<file path="src/mcp_pkg.sv">
`timescale 1ns / 1ps
`default_nettype none
package mcp_pkg;

	localparam int COORD_BITS  = 10;
	localparam int OFS_BITS    = COORD_BITS + 1;
	localparam int DEC_BITS    = COORD_BITS + 6;
	localparam int POINT_BITS  = COORD_BITS + 2;
	localparam int GROUP_SIZE  = 8;
	localparam int IDX_BITS    = $clog2(GROUP_SIZE);
	localparam int QUEUE_DEPTH = 2;
	localparam int PTR_BITS    = (QUEUE_DEPTH > 1) ? $clog2(QUEUE_DEPTH) : 1;
	localparam int CNT_BITS    = $clog2(QUEUE_DEPTH + 1);

	localparam logic signed [DEC_BITS-1:0] DEC_INIT = DEC_BITS'(5);

	typedef enum logic {
		CMD_START = 1'b0,
		CMD_NEXT  = 1'b1
	} cmd_t;

	// one group of eight mirrored points, offsets taken before the step
	typedef struct packed {
		logic        [COORD_BITS-1:0] cx;
		logic        [COORD_BITS-1:0] cy;
		logic signed [OFS_BITS-1:0]   ox;
		logic signed [OFS_BITS-1:0]   oy;
		logic                         done;
	} group_t;

	typedef struct packed {
		logic full;
		logic empty;
	} q_stat_t;

endpackage
`default_nettype wire

</file>
<file path="src/midpoint_circle_points_unit.sv">
// Midpoint circle rasterizer: eight mirrored points per accepted start item or next item of an active circle.
// Throughput: one point beat per cycle while pop is held and a group is queued;
// the two-entry group queue absorbs short output stalls.
// Path: a taken item goes through the group queue, grp_q and the output register.
// Reset (arst_n low): no circle active, queue and output stage empty.
`timescale 1ns / 1ps
`default_nettype none
module midpoint_circle_points_unit import mcp_pkg::*; (
	input  logic                         clk,
	input  logic                         arst_n,
	input  logic                         push,
	output logic                         full,
	input  logic                         command,
	input  logic [COORD_BITS-1:0]        center_x,
	input  logic [COORD_BITS-1:0]        center_y,
	input  logic [COORD_BITS-1:0]        radius,
	output logic                         empty,
	input  logic                         pop,
	output logic signed [POINT_BITS-1:0] point_x,
	output logic signed [POINT_BITS-1:0] point_y,
	output logic                         group_last,
	output logic                         circle_done
);

	q_stat_t q_stat;
	group_t  q_wdata, q_rdata;
	logic    q_push, q_pop;

	mcp_front u_front (
		.clk      (clk),
		.arst_n   (arst_n),
		.push     (push),
		.full     (full),
		.command  (command),
		.center_x (center_x),
		.center_y (center_y),
		.radius   (radius),
		.q_stat   (q_stat),
		.q_push   (q_push),
		.q_data   (q_wdata)
	);

	mcp_queue u_queue (
		.clk     (clk),
		.arst_n  (arst_n),
		.wr_en   (q_push),
		.wr_data (q_wdata),
		.rd_en   (q_pop),
		.rd_data (q_rdata),
		.stat    (q_stat)
	);

	mcp_back u_back (
		.clk         (clk),
		.arst_n      (arst_n),
		.q_stat      (q_stat),
		.q_data      (q_rdata),
		.q_pop       (q_pop),
		.empty       (empty),
		.pop         (pop),
		.point_x     (point_x),
		.point_y     (point_y),
		.group_last  (group_last),
		.circle_done (circle_done)
	);

	a_no_overflow: assert property (@(posedge clk) disable iff (!arst_n)
		q_push |-> !q_stat.full)
		else $error("group queue written while full");

	a_no_underflow: assert property (@(posedge clk) disable iff (!arst_n)
		q_pop |-> !q_stat.empty)
		else $error("group queue read while empty");

	// all beats of one group carry the same done flag
	a_done_steady: assert property (@(posedge clk) disable iff (!arst_n)
		(pop && !empty && !group_last) |=> (circle_done == $past(circle_done)))
		else $error("circle_done changed inside a group");

endmodule
`default_nettype wire

</file>
<file path="src/mcp_front.sv">
`timescale 1ns / 1ps
`default_nettype none
module mcp_front import mcp_pkg::*; (
	input  logic                  clk,
	input  logic                  arst_n,
	input  logic                  push,
	output logic                  full,
	input  logic                  command,
	input  logic [COORD_BITS-1:0] center_x,
	input  logic [COORD_BITS-1:0] center_y,
	input  logic [COORD_BITS-1:0] radius,
	input  q_stat_t               q_stat,
	output logic                  q_push,
	output group_t                q_data
);

	logic        [COORD_BITS-1:0] ccol_q, crow_q;
	logic signed [OFS_BITS-1:0]   ox_q, oy_q;
	logic signed [DEC_BITS-1:0]   dec_q;
	logic                         active_q;

	logic                         is_start, take, gt, done;
	logic        [COORD_BITS-1:0] cx, cy;
	logic signed [OFS_BITS-1:0]   x0, y0, x1, y1;
	logic signed [DEC_BITS-1:0]   r_ext, d0, d1, d2, x_ext, y_ext;

	always_comb begin
		is_start = (command == CMD_START);
		take     = push && !q_stat.full;
		r_ext    = signed'({{(DEC_BITS-COORD_BITS){1'b0}}, radius});
		cx       = is_start ? center_x : ccol_q;
		cy       = is_start ? center_y : crow_q;
		x0       = is_start ? '0 : ox_q;
		y0       = is_start ? signed'({1'b0, radius}) : oy_q;
		d0       = is_start ? DEC_INIT - (r_ext <<< 2) : dec_q;
		// decision > 0
		gt       = !d0[DEC_BITS-1] && (d0 != '0);
		y1       = gt ? y0 - OFS_BITS'(1) : y0;
		y_ext    = DEC_BITS'(y1);
		d1       = gt ? d0 - (y_ext <<< 3) : d0;
		x1       = x0 + OFS_BITS'(1);
		x_ext    = DEC_BITS'(x1);
		d2       = d1 + (x_ext <<< 3) + DEC_BITS'(4);
		done     = (x1 > y1);
		q_push   = take && (is_start || active_q);
		q_data   = '{cx: cx, cy: cy, ox: x0, oy: y0, done: done};
		full     = q_stat.full;
	end

	always_ff @(posedge clk or negedge arst_n) begin
		if (!arst_n) begin
			ccol_q   <= '0;
			crow_q   <= '0;
			ox_q     <= '0;
			oy_q     <= '0;
			dec_q    <= '0;
			active_q <= 1'b0;
		end else if (q_push) begin
			ccol_q   <= cx;
			crow_q   <= cy;
			ox_q     <= x1;
			oy_q     <= y1;
			dec_q    <= d2;
			active_q <= !done;
		end
	end

endmodule
`default_nettype wire

</file>
<file path="src/mcp_queue.sv">
`timescale 1ns / 1ps
`default_nettype none
module mcp_queue import mcp_pkg::*; (
	input  logic    clk,
	input  logic    arst_n,
	input  logic    wr_en,
	input  group_t  wr_data,
	input  logic    rd_en,
	output group_t  rd_data,
	output q_stat_t stat
);

	group_t              mem_q [QUEUE_DEPTH];
	logic [PTR_BITS-1:0] wr_ptr_q, rd_ptr_q;
	logic [CNT_BITS-1:0] cnt_q;

	function automatic logic [PTR_BITS-1:0] ptr_inc(input logic [PTR_BITS-1:0] p);
		ptr_inc = (p == PTR_BITS'(QUEUE_DEPTH - 1)) ? '0 : p + PTR_BITS'(1);
	endfunction

	assign rd_data    = mem_q[rd_ptr_q];
	assign stat.full  = (cnt_q == CNT_BITS'(QUEUE_DEPTH));
	assign stat.empty = (cnt_q == '0);

	always_ff @(posedge clk) begin
		if (wr_en) begin
			mem_q[wr_ptr_q] <= wr_data;
		end
	end

	always_ff @(posedge clk or negedge arst_n) begin
		if (!arst_n) begin
			wr_ptr_q <= '0;
			rd_ptr_q <= '0;
			cnt_q    <= '0;
		end else begin
			if (wr_en) begin
				wr_ptr_q <= ptr_inc(wr_ptr_q);
			end
			if (rd_en) begin
				rd_ptr_q <= ptr_inc(rd_ptr_q);
			end
			if (wr_en && !rd_en) begin
				cnt_q <= cnt_q + CNT_BITS'(1);
			end else if (rd_en && !wr_en) begin
				cnt_q <= cnt_q - CNT_BITS'(1);
			end
		end
	end

endmodule
`default_nettype wire

</file>
<file path="src/mcp_back.sv">
`timescale 1ns / 1ps
`default_nettype none
module mcp_back import mcp_pkg::*; (
	input  logic                         clk,
	input  logic                         arst_n,
	input  q_stat_t                      q_stat,
	input  group_t                       q_data,
	output logic                         q_pop,
	output logic                         empty,
	input  logic                         pop,
	output logic signed [POINT_BITS-1:0] point_x,
	output logic signed [POINT_BITS-1:0] point_y,
	output logic                         group_last,
	output logic                         circle_done
);

	localparam logic [IDX_BITS-1:0] LAST_IDX = IDX_BITS'(GROUP_SIZE - 1);

	group_t                       grp_q;
	logic                         busy_q;
	logic [IDX_BITS-1:0]          k_q;
	logic                         ovld_q;
	logic signed [POINT_BITS-1:0] px_q, py_q;
	logic                         last_q, done_q;

	logic                         xfer, load, k_last;
	logic signed [POINT_BITS-1:0] cx_e, cy_e, a_e, b_e, px, py;

	always_comb begin
		k_last = (k_q == LAST_IDX);
		xfer   = busy_q && (!ovld_q || pop);
		load   = !q_stat.empty && (!busy_q || (xfer && k_last));
		q_pop  = load;
		cx_e   = signed'({{(POINT_BITS-COORD_BITS){1'b0}}, grp_q.cx});
		cy_e   = signed'({{(POINT_BITS-COORD_BITS){1'b0}}, grp_q.cy});
		// bit 0 swaps x/y, bit 1 negates the column term, bit 2 the row term
		a_e    = POINT_BITS'(k_q[0] ? grp_q.oy : grp_q.ox);
		b_e    = POINT_BITS'(k_q[0] ? grp_q.ox : grp_q.oy);
		px     = k_q[1] ? cx_e - a_e : cx_e + a_e;
		py     = k_q[2] ? cy_e - b_e : cy_e + b_e;
	end

	always_ff @(posedge clk) begin
		if (load) begin
			grp_q <= q_data;
		end
		if (xfer) begin
			px_q   <= px;
			py_q   <= py;
			last_q <= k_last;
			done_q <= grp_q.done;
		end
	end

	always_ff @(posedge clk or negedge arst_n) begin
		if (!arst_n) begin
			busy_q <= 1'b0;
			k_q    <= '0;
			ovld_q <= 1'b0;
		end else begin
			if (load) begin
				busy_q <= 1'b1;
				k_q    <= '0;
			end else if (xfer && k_last) begin
				busy_q <= 1'b0;
			end else if (xfer) begin
				k_q <= k_q + IDX_BITS'(1);
			end
			if (xfer) begin
				ovld_q <= 1'b1;
			end else if (pop) begin
				ovld_q <= 1'b0;
			end
		end
	end

	assign empty       = !ovld_q;
	assign point_x     = px_q;
	assign point_y     = py_q;
	assign group_last  = last_q;
	assign circle_done = done_q;

endmodule
`default_nettype wire

</file>
<file path="config.mk">
export PLATFORM = sky130hd
export DESIGN_NAME = midpoint_circle_points_unit
export DESIGN_NICKNAME = d
export VERILOG_FILES = /design/src/mcp_pkg.sv /design/src/midpoint_circle_points_unit.sv /design/src/mcp_front.sv /design/src/mcp_queue.sv /design/src/mcp_back.sv
export SDC_FILE = /design/constraint.sdc
export NUM_CORES = 1
export LEC_CHECK = 0
export ABC_AREA = 1
export ABC_CLOCK_PERIOD_IN_PS = 4100
export BUFFER_PORTS_ARGS = -buffer_cell sky130_fd_sc_hd__buf_4
export CORE_AREA = 2 2 131 261
export CTS_CLUSTER_DIAMETER = 60
export CTS_CLUSTER_SIZE = 10
export DETAILED_ROUTE_END_ITERATION = 8
export DIE_AREA = 0 0 133 263
export GPL_ROUTABILITY_DRIVEN = 0
export PLACE_DENSITY = 0.68
export SLEW_MARGIN = 20
export SYNTH_ARGS = -nofsm -noshare
export SYNTH_HDL_FRONTEND = slang
export SYNTH_HIERARCHICAL = 1
export SYNTH_SLANG_ARGS = --single-unit
</file>
<file path="constraint.sdc">
create_clock -name clk -period 4.1 [get_ports clk]
set_clock_uncertainty 0.1 [all_clocks]
set_input_delay 0.205 -clock clk [delete_from_list [all_inputs] [get_ports clk]]
set_output_delay 0.205 -clock clk [all_outputs]
set_load 0.01 [all_outputs]
</file>
==> reports/qor.txt <==
Run status -> finished with violations
Failing checks -> setup timing
Worst slew pin tran -> 921.0 ps
Ys flop type -> edfxtp_1
Minimum clock period -> 4302 ps
Critical Path RT -> 4390 ps
Fin area -> 16620 sq um
Ant diodes -> 0
Syn Area/Cell -> 9.478 sq um
Synthesized net count -> 1471
Post-DP HPWL -> 24790 um
Post-route setup slack -> -201.6 ps
Total grt overflow -> 0
DRC -> 0
Most common cell after layout, fill and taps aside -> nand2_1
Worst path max stage delay -> 400 ps
Placed instance area -> 14970 sq um
Fill cell count -> 2875
Die H -> 263 um
Fin Hold WS -> 18.09 ps
Vias/cell -> 4.947
Multi-input logic area -> 6172 sq um
RSZ-0062 raised after global routing -> true
YS warnings -> 6
Critical Path End Type -> flop
Kind of critical path -> reg -> reg
Initial Util -> 39.72%
Area occupied by registers -> 6357 sq um
Slowest CP cell -> dfrtp_1
Total power -> 11.81 mW
VDD IR max -> 0.3653 mV
Clk Latency, worst-skew pair -> 540 ps
Synth Instances -> 1375
Synth async-reset ratio -> 30.49%
Starting DRT DRC Count -> 632
Pleak -> 7.621 nW
Setup Viol. Count Final -> 4
Critical path arrival -> 4590 ps
Library cells used by synthesis -> 57
Clock root buffer -> clkbuf_16
Vias in the first global route -> 10527
Power density over the cells -> 710.5 nW/um^2
Relative slew margins -> 38.46%
Most used cell, CP -> nor2_1
Total CTS buffers -> 26
CTS tree -> yes
Final hold vios -> 0
Hold Crit Class -> in -> reg
Setup TNS -> -468.2 ps
TritonCTS Sinks -> 223
Area grow syn2layout -> 27.51%
I/O Buffers -> 62
Via count -> 10314
Fin crit share -> 104.9%
Synth Register Bits -> 223
Deepest clock path buffer count -> 3
Layout cells sized above 1 -> 30.43%
Post-route ant nets -> 0
Most frequent cells in the layout -> 306 x nand2_1, 239 x buf_4, 167 x inv_1
Wire per inst -> 15.88 um
Core area -> 32810 sq um
Post-synth EDFFs -> 155
Depth of the CTS H-tree -> 1
DR pass1 iterations -> 5
Routed wire length -> 33120 um
Top Ports -> 63
Max-Cap Viols -> 0
Layout Nets -> 1729
Largest net degree at the start of global routing -> 64
Die area -> 34980 sq um
F_max -> 0.2325 GHz
Core Rows -> 94
Layout Utilization -> 50.64%
Sequential-to-total area share from yosys stat -> 48.77%
Count of final max-slew check failures -> 0
Antenna violations before repair -> 0
Critical path launch point type -> flop
Clk pin slew, worst setup/hold paths -> 60 ps
Delay-heaviest family, CP -> simple AND/OR/NAND/NOR gates
GRT Total Usage -> 18.59%
CP max FO -> 4
Mapped cell area -> 13030 sq um
Die W -> 133 um
Buffers & Inverters on Critical Path -> 3
First-pass GRT wire length -> 51580 um
==> worst min-delay path, delay by kind of cell <==
kind / cells / cell delay [ps]
AOI/OAI and AO/OA: 1 / 160
buffers and inverters: 1 / 80
and+or+nand+nor: 1 / 50
==> cells by family after synthesis <==
| logic type | count (synthesis) | synth area share (%) |
|---|---|---|
| flops | 223 | 48.77 |
| fa+ha+maj | 61 | 6.029 |
| mux | 43 | 4.839 |
| simple gates | 573 | 19.74 |
| compound gates | 190 | 8.333 |
| xor+xnor | 64 | 4.359 |
| buf+inv | 221 | 7.930 |
==> power breakdown <==
part / internal [mW] / switching, mW / leakage [nW] / total, mW
clock: 1.19 / 0.871 / 0.355 / 2.06
combinational: 2.70 / 3.38 / 4.96 / 6.08
sequential: 3.32 / 0.337 / 2.31 / 3.66
total: 7.22 / 4.59 / 7.62 / 11.8
==> cell usage after synthesis, drive strengths merged, types with 3 or more instances <==
cell type,n,area share (%)
a31oi,7,0.34
xnor2,15,1.0
nand4,12,0.58
nand3,73,3.2
a21boi,6,0.35
a21oi,41,1.8
ha,58,5.6
edfxtp,155,36
nor3,7,0.31
xor2,49,3.4
or2,4,0.19
clkbuf,16,0.46
buf,22,2.1
fa,3,0.46
nor2,110,3.7
dfrtp,68,13
o21bai,6,0.35
mux2,43,4.8
o21ai,122,5.0
nand2,362,11
inv,182,5.3
==> routing by layer <==
metal	part of all wire [%]	up-vias	track usage, %
met1	34	4876	17.33
met2	56	270	37.07
met4	6.7	0	12.03
met3	3.1	107	1.983
li1	-	5061	-
met5	0	-	0
==> final timing paths <==
check                                  startpoint              endpoint  slack, ps  cells past startpoint
worst max-delay path            u_front/dec_q[12]     u_front/dec_q[14]       -200                     28
worst min-delay path                  center_x[6]  u_queue/mem_q[0][39]         20                      3
worst max register to register  u_front/dec_q[12]     u_front/dec_q[14]       -200                     28
worst min register to register    u_back/grp_q[0]    u_back/circle_done        370                      0
max in group asynchronous                  arst_n      u_queue/rd_ptr_q       2900                      3
min in group asynchronous                  arst_n      u_front/dec_q[2]         90                      2
==> final cells by class <==
cell class / count / share of cell area [%]
sequential: 223 / 38.26
multi-input combinational: 931 / 37.14
timing repair buffer: 268 / 12.61
clock buffer: 46 / 4.367
inverter: 183 / 4.217
tap: 432 / 3.253
clock inverter: 2 / 0.1506
==> flip-flops by register name, summed over array words and instances (netlist names), 2 cells and up <==
signal,cells
u_front/ccol_q,10
u_back/k_q,3
u_front/crow_q,10
u_queue/cnt_q,2
u_front/ox_q,11
u_back/cy_e,10
u_queue/mem_q,86
u_front/dec_q,16
u_back/grp_q,23
u_back/cx_e,10
u_back/point_x,12
u_back/point_y,12
u_front/oy_q,11
==> timing repair <==
item | in CTS | in global routing
hold endpoints to repair | 81 | 0
buffers inserted | 14 | 12
hold buffers | 20 | 0
gates cloned | 0 | 0
endpoints found under the setup margin | 7 | 8
pin swaps | 39 | 19
gates resized for setup | 47 | 69
==> metrics by stage <==
stage / worst slack, ps / cells
3_3_place_gp: -536.7 / 1993
2_1_floorplan: -2.784 / 1375
3_5_place_dp: -571.1 / 1993
4_1_cts: -204.6 / 2074
6_report: -201.6 / 2085
5_1_grt: -443.1 / 2085
Note: power is estimated with default switching activity, not from simulation.
